===== src/rtl/termcap_escape_decoder_top_defines.svh =====
// Assertion macros shared by the decoder RTL.
`ifndef TERMCAP_ESCAPE_DECODER_TOP_DEFINES_SVH
`define TERMCAP_ESCAPE_DECODER_TOP_DEFINES_SVH

// Same-cycle implication, checked on the rising edge of aclk outside reset.
`define TED_ASSERT_NOW(label, ante, cons, msg) \
    label: assert property (@(posedge aclk) disable iff (!aresetn) (ante) |-> (cons)) \
        else $error(msg);

// Next-cycle implication, checked on the rising edge of aclk outside reset.
`define TED_ASSERT_NEXT(label, ante, cons, msg) \
    label: assert property (@(posedge aclk) disable iff (!aresetn) (ante) |=> (cons)) \
        else $error(msg);

`endif


===== src/rtl/ted_pkg.sv =====
package ted_pkg;

    localparam int CAP_W = 13;
    localparam logic [CAP_W-1:0] CAP_RESET = 13'd100;
    localparam logic [CAP_W-1:0] COUNT_MAX = 13'h1FFF;

    // Result status codes.
    localparam logic [1:0] ST_OK  = 2'd0;
    localparam logic [1:0] ST_BAD = 2'd1;
    localparam logic [1:0] ST_OVF = 2'd2;

    // Characters of the escape syntax.
    localparam logic [7:0] CHR_NUL    = 8'h00;
    localparam logic [7:0] CHR_COLON  = 8'h3A;
    localparam logic [7:0] CHR_ZERO   = 8'h30;
    localparam logic [7:0] CHR_SEVEN  = 8'h37;
    localparam logic [7:0] CHR_BSLASH = 8'h5C;
    localparam logic [7:0] CHR_CARET  = 8'h5E;
    localparam logic [7:0] CHR_UP_E   = 8'h45;
    localparam logic [7:0] CHR_LO_N   = 8'h6E;
    localparam logic [7:0] CHR_LO_R   = 8'h72;
    localparam logic [7:0] CHR_LO_T   = 8'h74;
    localparam logic [7:0] CHR_LO_B   = 8'h62;
    localparam logic [7:0] CHR_LO_F   = 8'h66;
    localparam logic [7:0] CHR_LO_A   = 8'h61;
    localparam logic [7:0] CHR_LO_Z   = 8'h7A;

    // Decoded control bytes.
    localparam logic [7:0] BYTE_ESC = 8'h1B;
    localparam logic [7:0] BYTE_LF  = 8'h0A;
    localparam logic [7:0] BYTE_CR  = 8'h0D;
    localparam logic [7:0] BYTE_TAB = 8'h09;
    localparam logic [7:0] BYTE_BS  = 8'h08;
    localparam logic [7:0] BYTE_FF  = 8'h0C;

    // Offsets for caret pairs: lower to upper case, then control code.
    localparam logic [7:0] CASE_OFFSET  = 8'd32;
    localparam logic [7:0] CARET_OFFSET = 8'd64;

endpackage


===== src/rtl/termcap_escape_decoder_top.sv =====
// Termcap escape decoder: takes one raw byte of a capability string per word on the s_ channel
// and returns the decoded bytes on the m_ channel, ending each string with a word that has
// m_is_last set and m_status giving ok, bad escape or buffer overflow. Bytes that open
// an escape (backslash, caret, octal digits) give no word of their own. A byte passes an input
// register and then a result register on its way to the m_ side; one byte is accepted every
// cycle while the m_ side keeps up, and the phase, octal
// and count state is updated in the single step between the two registers. cfg_wr_data sets
// the buffer capacity (reset value 100) and is to be written only while no string is in flight.
`include "termcap_escape_decoder_top_defines.svh"

module termcap_escape_decoder_top (
    input  logic                       aclk,
    input  logic                       aresetn,
    input  logic                       cfg_wr_en,
    input  logic [ted_pkg::CAP_W-1:0]  cfg_wr_data,
    input  logic                       s_valid,
    output logic                       s_ready,
    input  logic [7:0]                 s_in_byte,
    output logic                       m_valid,
    input  logic                       m_ready,
    output logic [7:0]                 m_out_byte,
    output logic                       m_is_last,
    output logic [1:0]                 m_status
);

    typedef enum logic [2:0] {
        PH_NORMAL = 3'd0,
        PH_BSLASH = 3'd1,
        PH_OCT1   = 3'd2,
        PH_OCT2   = 3'd3,
        PH_CARET  = 3'd4,
        PH_SKIP   = 3'd5
    } phase_t;

    phase_t                      phase_reg, phase_next;
    logic [7:0]                  acc_reg, acc_next;
    logic [ted_pkg::CAP_W-1:0]   cnt_reg, cnt_next;
    logic [ted_pkg::CAP_W-1:0]   cap_reg;

    logic                        in_vld_reg;
    logic [7:0]                  in_byte_reg;
    logic                        out_vld_reg;
    logic [7:0]                  out_byte_reg;
    logic                        out_last_reg;
    logic [1:0]                  out_status_reg;

    logic                        res_valid;
    logic [7:0]                  res_byte;
    logic                        res_last;
    logic [1:0]                  res_status;
    logic                        res_data;
    logic                        term;
    logic                        is_oct;
    logic [2:0]                  digit;
    logic [7:0]                  upper;
    logic                        proceed;

    assign term   = (in_byte_reg == ted_pkg::CHR_COLON) || (in_byte_reg == ted_pkg::CHR_NUL);
    assign is_oct = (in_byte_reg >= ted_pkg::CHR_ZERO) && (in_byte_reg <= ted_pkg::CHR_SEVEN);
    assign digit  = in_byte_reg[2:0];
    assign upper  = ((in_byte_reg >= ted_pkg::CHR_LO_A) && (in_byte_reg <= ted_pkg::CHR_LO_Z))
                  ? in_byte_reg - ted_pkg::CASE_OFFSET : in_byte_reg;

    always_comb begin
        res_valid  = 1'b0;
        res_byte   = 8'd0;
        res_last   = 1'b0;
        res_status = ted_pkg::ST_OK;
        res_data   = 1'b0;
        phase_next = phase_reg;
        acc_next   = acc_reg;
        cnt_next   = cnt_reg;

        unique case (phase_reg)
            PH_SKIP: begin
                if (term) begin
                    phase_next = PH_NORMAL;
                end
            end
            PH_BSLASH: begin
                phase_next = PH_NORMAL;
                res_data   = 1'b1;
                case (in_byte_reg)
                    ted_pkg::CHR_UP_E:   res_byte = ted_pkg::BYTE_ESC;
                    ted_pkg::CHR_LO_N:   res_byte = ted_pkg::BYTE_LF;
                    ted_pkg::CHR_LO_R:   res_byte = ted_pkg::BYTE_CR;
                    ted_pkg::CHR_LO_T:   res_byte = ted_pkg::BYTE_TAB;
                    ted_pkg::CHR_LO_B:   res_byte = ted_pkg::BYTE_BS;
                    ted_pkg::CHR_LO_F:   res_byte = ted_pkg::BYTE_FF;
                    ted_pkg::CHR_BSLASH: res_byte = ted_pkg::CHR_BSLASH;
                    ted_pkg::CHR_CARET:  res_byte = ted_pkg::CHR_CARET;
                    default: begin
                        res_data = 1'b0;
                        if (is_oct) begin
                            acc_next   = {5'd0, digit};
                            phase_next = PH_OCT1;
                        end else begin
                            res_valid  = 1'b1;
                            res_last   = 1'b1;
                            res_status = ted_pkg::ST_BAD;
                            cnt_next   = '0;
                            acc_next   = 8'd0;
                            phase_next = term ? PH_NORMAL : PH_SKIP;
                        end
                    end
                endcase
            end
            PH_OCT1, PH_OCT2: begin
                if (!is_oct) begin
                    res_valid  = 1'b1;
                    res_last   = 1'b1;
                    res_status = ted_pkg::ST_BAD;
                    cnt_next   = '0;
                    acc_next   = 8'd0;
                    phase_next = term ? PH_NORMAL : PH_SKIP;
                end else if (phase_reg == PH_OCT1) begin
                    // Shifting by three and keeping eight bits drops the top three.
                    acc_next   = {acc_reg[4:0], digit};
                    phase_next = PH_OCT2;
                end else begin
                    res_data   = 1'b1;
                    res_byte   = {acc_reg[4:0], digit};
                    acc_next   = 8'd0;
                    phase_next = PH_NORMAL;
                end
            end
            PH_CARET: begin
                phase_next = PH_NORMAL;
                if (in_byte_reg == ted_pkg::CHR_NUL) begin
                    res_valid  = 1'b1;
                    res_last   = 1'b1;
                    res_status = (cnt_reg >= cap_reg) ? ted_pkg::ST_OVF : ted_pkg::ST_OK;
                    cnt_next   = '0;
                end else begin
                    res_data = 1'b1;
                    res_byte = upper - ted_pkg::CARET_OFFSET;
                end
            end
            default: begin
                phase_next = PH_NORMAL;
                if (term) begin
                    res_valid  = 1'b1;
                    res_last   = 1'b1;
                    res_status = (cnt_reg >= cap_reg) ? ted_pkg::ST_OVF : ted_pkg::ST_OK;
                    cnt_next   = '0;
                end else if (in_byte_reg == ted_pkg::CHR_BSLASH) begin
                    phase_next = PH_BSLASH;
                end else if (in_byte_reg == ted_pkg::CHR_CARET) begin
                    phase_next = PH_CARET;
                end else begin
                    res_data = 1'b1;
                    res_byte = in_byte_reg;
                end
            end
        endcase

        // A data word counts towards the buffer, saturating at the counter's top value.
        if (res_data) begin
            res_valid = 1'b1;
            if (cnt_reg != ted_pkg::COUNT_MAX) begin
                cnt_next = cnt_reg + 1'b1;
            end
        end
    end

    // A byte leaves the input register when its word, if any, has room in the result register.
    assign proceed = in_vld_reg && (!res_valid || !out_vld_reg || m_ready);
    assign s_ready = !in_vld_reg || proceed;

    always_ff @(posedge aclk) begin
        if (!aresetn) begin
            phase_reg   <= PH_NORMAL;
            acc_reg     <= 8'd0;
            cnt_reg     <= '0;
            cap_reg     <= ted_pkg::CAP_RESET;
            in_vld_reg  <= 1'b0;
            out_vld_reg <= 1'b0;
        end else begin
            if (cfg_wr_en) begin
                cap_reg <= cfg_wr_data;
            end
            if (s_valid && s_ready) begin
                in_vld_reg <= 1'b1;
            end else if (proceed) begin
                in_vld_reg <= 1'b0;
            end
            if (proceed) begin
                phase_reg <= phase_next;
                acc_reg   <= acc_next;
                cnt_reg   <= cnt_next;
            end
            if (proceed && res_valid) begin
                out_vld_reg <= 1'b1;
            end else if (m_ready) begin
                out_vld_reg <= 1'b0;
            end
        end
    end

    always_ff @(posedge aclk) begin
        if (s_valid && s_ready) begin
            in_byte_reg <= s_in_byte;
        end
        if (proceed && res_valid) begin
            out_byte_reg   <= res_byte;
            out_last_reg   <= res_last;
            out_status_reg <= res_status;
        end
    end

    assign m_valid    = out_vld_reg;
    assign m_out_byte = out_byte_reg;
    assign m_is_last  = out_last_reg;
    assign m_status   = out_status_reg;

    `TED_ASSERT_NOW(a_data_status_ok, out_vld_reg && !out_last_reg, out_status_reg == ted_pkg::ST_OK, "data word with non-ok status")
    `TED_ASSERT_NEXT(a_end_clears_count, proceed && res_valid && res_last, cnt_reg == '0, "count not cleared after end of string")
    `TED_ASSERT_NEXT(a_input_held, in_vld_reg && !proceed, in_vld_reg && $stable(in_byte_reg), "stalled input byte lost or changed")
    `TED_ASSERT_NOW(a_skip_silent, in_vld_reg && phase_reg == PH_SKIP, !res_valid, "word produced while skipping")

endmodule

===== config.mk =====
export PLATFORM = sky130hd
export DESIGN_NAME = termcap_escape_decoder_top
export DESIGN_NICKNAME = d
export VERILOG_FILES = /design/src/rtl/ted_pkg.sv /design/src/rtl/termcap_escape_decoder_top.sv
export VERILOG_INCLUDE_DIRS = /design/src /design/src/rtl
export SDC_FILE = /design/constraint.sdc
export NUM_CORES = 1
export LEC_CHECK = 0
export ABC_AREA = 0
export BUFFER_PORTS_ARGS = -buffer_cell sky130_fd_sc_hd__buf_2
export CORE_UTILIZATION = 45
export DETAILED_ROUTE_END_ITERATION = 16
export PLACE_DENSITY_LB_ADDON = 0.15
export SLEW_MARGIN = 0
export SYNTH_ARGS = -nofsm -noshare
export SYNTH_HDL_FRONTEND = slang
export SYNTH_SLANG_ARGS = --single-unit

===== constraint.sdc =====
create_clock -name aclk -period 4.3 [get_ports aclk]
set_clock_uncertainty 0.15 [all_clocks]
set_input_delay 0.43 -clock aclk [delete_from_list [all_inputs] [get_ports aclk]]
set_output_delay 0.43 -clock aclk [all_outputs]
set_load 0.005 [all_outputs]

**After elaboration in Yosys (flattened, before gate mapping)**

Cells that the tools add are included.

- $add $sub $neg: 3
- Bitwise gates (word level): 0
- $lt $le $gt $ge: 5
- Equality and inequality tests: 17
- Multiplexer cells: 55
- Multiply operators: 0
- Shifts and indexed selects: 0
- Reduce and logical (&&, ||, !) cells: 20
- Div/mod/pow operators: 0

Operators with widths:

| kind | count |
|---|---|
| 2-to-1 mux 13 bit | 6 |
| == test 8 x 7 -> 1 bit (second input constant) | 8 |
| 2-to-1 mux 8 bit | 7 |
| one-hot mux 7 bit (8 select lines) | 1 |
| one-hot mux 13 bit (4 select lines) | 1 |
| one-hot mux 8 bit (4 select lines) | 1 |
| 2-to-1 mux 3 bit | 9 |
| 2-to-1 mux 1 bit | 18 |
| 2-to-1 mux 5 bit | 3 |
| adder 13 x 1 -> 13 bit (second input constant) | 1 |
| >= comparator 13 bit | 1 |
| inequality test 13 bit (second input constant) | 1 |
| one-hot mux 3 bit (4 select lines) | 1 |
| one-hot mux 5 bit (2 select lines) | 1 |
| == test 8 x 6 -> 1 bit (second input constant) | 1 |
| >= comparator 8 x 6 -> 1 bit (second input constant) | 1 |
| >= comparator 8 x 7 -> 1 bit (second input constant) | 1 |
| <= comparator 8 x 6 -> 1 bit (second input constant) | 1 |
| <= comparator 8 x 7 -> 1 bit (second input constant) | 1 |
| logical NOT 8 bit | 1 |
| 2-to-1 mux 2 bit | 4 |
| one-hot mux 1 bit (4 select lines) | 2 |
| one-hot mux 2 bit (4 select lines) | 1 |
| OR reduction 8 bit | 1 |
| 13 further kinds | 27 |

- ROM bits: 0
- RAM bits: 0
- Latch bits: 0
- Bits in registers: 55
- Memories: 0
- Input port bits: 26
- Output and inout bits: 13
- Logic and storage cells: 110

**Longest topological paths before layout**

- Depth after elaboration: 13
- Mapped depth: 12
- Depth with buffers taken out: 9

**Worst setup path before layout**

OpenSTA, ideal clock, no wires.

- Kind: flip-flop to flip-flop
- Start point: register in_byte_reg[1]
- End point: register in_byte_reg[0] (enable)
- Arrival: 2.302 ns
- Setup time: 0.378 ns
- Cell stages (with the launch flop): 9
- Clock period less this slack: 2.830 ns
- Setup slack: 1.470 ns
- Required time: 3.772 ns
- Buffers on the path: 2
- Cells stage by stage: edfxtp_1 > buf_2 > nor4_2 > nand3_1 > and2_1 > o41ai_2 > buf_6 > nand3_1 > a31oi_1

- Word-level cells in the longest chain between the ends: 12
- Elaborated cells between the ends (all ways): 34
- Those cells by class: 2 x order compare; 9 x eq/ne; 13 x mux; 10 x reduce/logical

Ends and longest elaborated chain:

| item | RTL line | source |
|---|---|---|
| start: declaration | termcap_escape_decoder_top.sv:41 | `logic [7:0] in_byte_reg;` |
| start signal: assignment | termcap_escape_decoder_top.sv:202 | `in_byte_reg <= s_in_byte;` |
| >= comparator 8 x 6 -> 1 bit, or another cell as far along | termcap_escape_decoder_top.sv:59 | `assign is_oct = (in_byte_reg >= ted_pkg::CHR_ZERO) && (in_byte_reg <= ted_pkg::CHR_SEVEN);` |
| logical AND 1 bit or 2-to-1 mux 1 bit (tied branches) | termcap_escape_decoder_top.sv:59, termcap_escape_decoder_top.sv:148 |  |
| 2-to-1 mux 1 bit (on tied branches) | termcap_escape_decoder_top.sv:94, termcap_escape_decoder_top.sv:109, termcap_escape_decoder_top.sv:146 |  |
| 2-to-1 mux 1 bit (on tied branches) | termcap_escape_decoder_top.sv:83, termcap_escape_decoder_top.sv:141 |  |
| one-hot mux 1 bit (4 select lines) | termcap_escape_decoder_top.sv:74 | `unique case (phase_reg)` |
| 2-to-1 mux 1 bit (*) | termcap_escape_decoder_top.sv:158 | `if (res_data) begin` |
| logical NOT 1 bit (*) | termcap_escape_decoder_top.sv:167 | `assign proceed = in_vld_reg && (!res_valid \|\| !out_vld_reg \|\| m_ready);` |
| logical OR 1 bit (*) (2 in series) | termcap_escape_decoder_top.sv:167 |  |
| logical AND 1 bit (*) | termcap_escape_decoder_top.sv:167 |  |
| logical OR 1 bit (*) | termcap_escape_decoder_top.sv:168 | `assign s_ready = !in_vld_reg \|\| proceed;` |
| logical AND 1 bit (*) | termcap_escape_decoder_top.sv:201 | `if (s_valid && s_ready) begin` |

Mark *: on every way between the ends. The rest lies on a longest branch, timed or not.
A chain may end at the register's enable or synchronous reset.

**Worst setup path after layout**

- Start point: register phase_reg[1]
- End point: register in_byte_reg[6] (enable)

- Word-level cells in the longest chain between the ends: 11
- Elaborated cells between the ends (all ways): 17
- Those cells by class: 5 x eq/ne; 5 x mux; 7 x reduce/logical

Ends and longest elaborated chain:

| item | RTL line | source |
|---|---|---|
| start: declaration | termcap_escape_decoder_top.sv:35 | `phase_t phase_reg, phase_next;` |
| start signal: assignment | termcap_escape_decoder_top.sv:188 | `phase_reg <= phase_next;` |
| == test 3 x 2 -> 1 bit | termcap_escape_decoder_top.sv:74, termcap_escape_decoder_top.sv:116 |  |
| 2-to-1 mux 1 bit | termcap_escape_decoder_top.sv:116 | `end else if (phase_reg == PH_OCT1) begin` |
| 2-to-1 mux 1 bit | termcap_escape_decoder_top.sv:109 | `if (!is_oct) begin` |
| one-hot mux 1 bit (4 select lines) | termcap_escape_decoder_top.sv:74 |  |
| 2-to-1 mux 1 bit (*) | termcap_escape_decoder_top.sv:158 |  |
| logical NOT 1 bit (*) | termcap_escape_decoder_top.sv:167 |  |
| logical OR 1 bit (*) (2 in series) | termcap_escape_decoder_top.sv:167 |  |
| logical AND 1 bit (*) | termcap_escape_decoder_top.sv:167 |  |
| logical OR 1 bit (*) | termcap_escape_decoder_top.sv:168 |  |
| logical AND 1 bit (*) | termcap_escape_decoder_top.sv:201 |  |

Marked as above.

==> key figures <==
Run status
  • Status: finished clean

Logic synthesis
  • Prevailing post-synth register cell: dfxtp_1
  • Mapped Cells: 369
  • Number of synthesized flops with an enable pin: 19
  • Leading post-synthesis cells by cell area: dfxtp_1 (22%), edfxtp_1 (17%), ha_1 (6.4%), mux2i_1 (4.5%), nand2_1 (3.7%)
  • Yosys cell types: 67
  • Post-Synthesis Cell Area: 3340 um2
  • Post-synth top area share: 21.6%
  • Yosys reg bits: 55
  • Yosys top cell by area: dfxtp_1
  • Syn avg cell area: 9.05 um2
  • Post-Syn Nets: 412
  • Yosys Warn Count: 0
  • Async SR Flop Fraction: 0%
  • Register area share after synthesis: 38.7%

Clock tree
  • Bufs on Longest Clock Path: 2
  • TritonCTS Sinks: 55
  • Cts bufs inserted: 5
  • Post-CTS setup buffers: 0
  • Clock Latency Late Sink: 0.31 ns
  • H-tree depth: 2
  • # hold bufs at CTS: 0
  • CTS tree: built
  • Clock slew at reported path FFs: 0.10 ns
  • Clk root buf: clkbuf_8
  • CTS resizes: 0

Timing
  • Hold Vio Cnt, Final: 0
  • Hold slack: 0.143 ns
  • Final number of setup-violating endpoints: 0
  • Slew @ Worst Pin: 0.806 ns
  • Fmax: 294 MHz
  • Setup TNS: 0 ns
  • Final Critical Period: 3.40 ns
  • Max transition margin: 46.0%
  • Max Slew Vio Count: 0
  • Final Cycle Share: 79.1%
  • RSZ-0062 raised after global routing: no

Worst setup path
  • Reg2Reg Depth: 8
  • CP max FO: 14
  • CP Class: reg2reg
  • Crit path arrival time: 3.20 ns
  • Worst EP required: 4.09 ns
  • Critical path startpoint category: flop
  • Slowest cell on crit path: a31oi_1
  • CP startpoint: phase_reg[1]
  • CP endpoint kind: flop
  • Worst reg2reg startpoint: phase_reg[1]
  • CP max stage delay: 0.71 ns
  • Crit-path cells: ha_1, nand2_1, nor3_1, a211oi_1, o41ai_2, buf_4, nand3_1, a31oi_1

Power
  • Switching power: 0.263 mW
  • Logic pwr share: 12.5%
  • Flop pwr share: 56.5%
  • Pleak: 1.52 nW
  • P per Cell Area: 282 nW/um2
  • Sw Share: 25.5%
  • Clock group share of total power: 31.0%
  • Cell-internal power: 0.770 mW
  • Peak VDD IR: 0.000173 V

Routing
  • WL final: 7470 um
  • Remaining DRCs: 0
  • Routed Antenna Nets: 0
  • Initial DRC Count: 207
  • Wirelength per Cell: 15.0 um
  • Routed via count: 2803
  • Iteration count of the initial detailed-routing pass: 7
  • Via density: 5.63

Cells and area
  • Fillers: 689
  • Layout cells sized above 1: 17.3%
  • Area grow syn2layout: 9.82%
  • Most frequent cells in the layout: buf_2 (38), dfxtp_1 (36), nand2_1 (33), nor2_1 (31), inv_1 (23)
  • Fin cells: 498
  • N_diodes: 0
  • Final Net Count: 441
  • Commonest non-fill, non-tap cell in the layout: buf_2
  • Register area: 1290 um2
  • Area of the multi-input gates: 1850 um2

Die
  • Initial Util: 46.3%
  • Total core area: 7210 um2
  • Die Area: 7770 um2
  • DIE HEIGHT: 88.1 um
  • Io pins: 39
  • Row cnt: 31
  • DIE WIDTH: 88.1 um

Placement
  • Port Buf Inserts: 38
  • RD Place Congestion: 0.853
  • Post-DP HPWL: 5530 um
  • Placed insts: 490

Worst hold path
  • Cell depth of the worst hold path: 1
  • Hold_sp: s_in_byte[3]
  • HP Class: in2reg

Global routing
  • Overall Global Routing Usage: 20.1%
  • Initial antenna violation count: 0
  • First-pass GRT wire length: 12100 um
  • Largest net degree at the start of global routing: 21
  • GRT overflow: 0
  • Vias in the first global route: 2489

Job
  • Max cap viols: 0
power groups by stage:
stage | combinational (mW) | sequential (mW) | clock (mW)
2_1_floorplan | 0.103 | 0.582 | 0
3_3_place_gp | 0.127 | 0.595 | 0
3_5_place_dp | 0.128 | 0.595 | 0
4_1_cts | 0.129 | 0.583 | 0.334
5_1_grt | 0.144 | 0.588 | 0.349
6_report | 0.129 | 0.584 | 0.320
worst max-delay path, delay by kind of cell, from the launching register on:
| family | cells | cell delay (ns) |
|---|---|---|
| DFF | 1 | 0.58 |
| adders and majority gates | 1 | 0.39 |
| buffers and inverters | 1 | 0.23 |
| AOI/OAI and AO/OA | 3 | 1.19 |
| and+or+nand+nor | 3 | 0.49 |
worst paths after layout:
path                     to  slack (ns)
max          in_byte_reg[6]        0.90
min          in_byte_reg[3]        0.14
max reg2reg  in_byte_reg[6]        0.90
min reg2reg      acc_reg[2]        0.32
synthesized netlist by cell type, types with 3 or more instances:
library cell,n
clkbuf_1,6
nand4_1,5
a22oi_1,3
and3_1,7
mux2_2,3
or2_2,4
nand3_1,15
inv_1,23
dfxtp_1,36
nor3_1,10
a21oi_1,17
nor4_1,3
mux2i_1,15
o21ai_0,18
a221o_1,8
or4_1,4
buf_2,7
nor2b_1,3
o21a_1,6
buf_6,3
nand2_1,33
and2_1,6
nor2_1,31
a31oi_1,3
o211ai_1,3
edfxtp_1,19
ha_1,17
nand2b_1,7
layer usage:
metal  GRT usage [%]  vias to the layer above  share of wire (%)  routed length [um]
met5               0                        -                  0                   0
met4            5.13                        0                1.1                  83
met3            4.05                        6                6.0                 450
met2            29.8                       90                 43                3210
met1            29.6                     1300                 50                3730
li1                -                     1407                  -                   -
per-stage QoR:
step           power (mW)  util, %  cell area (um2)  worst slack, ns
2_1_floorplan       0.685        -             3340             1.47
3_3_place_gp        0.722     49.4             3560             1.09
3_5_place_dp        0.724     49.4             3560            0.919
4_1_cts              1.05     50.8             3670            0.896
5_1_grt              1.08     50.8             3670            0.619
6_report             1.03     50.8             3670            0.897
cells by family after synthesis:
kind of cell	after synthesis	share of synthesized area, %
simple gates	150	24.7
compound gates	83	17.8
flops	55	38.7
buf+inv	42	5.88
mux	18	5.51
fa+ha+maj	17	6.37
xor+xnor	4	1.05
final cells by class:
| class | count | area share [%] |
|---|---|---|
| timing repair buffer | 41 | 5.80 |
| multi-input combinational | 272 | 50.5 |
| clock buffer | 8 | 2.76 |
| tap | 99 | 3.38 |
| sequential | 55 | 35.2 |
| inverter | 23 | 2.35 |
Note: power is estimated with default switching activity, not from simulation.
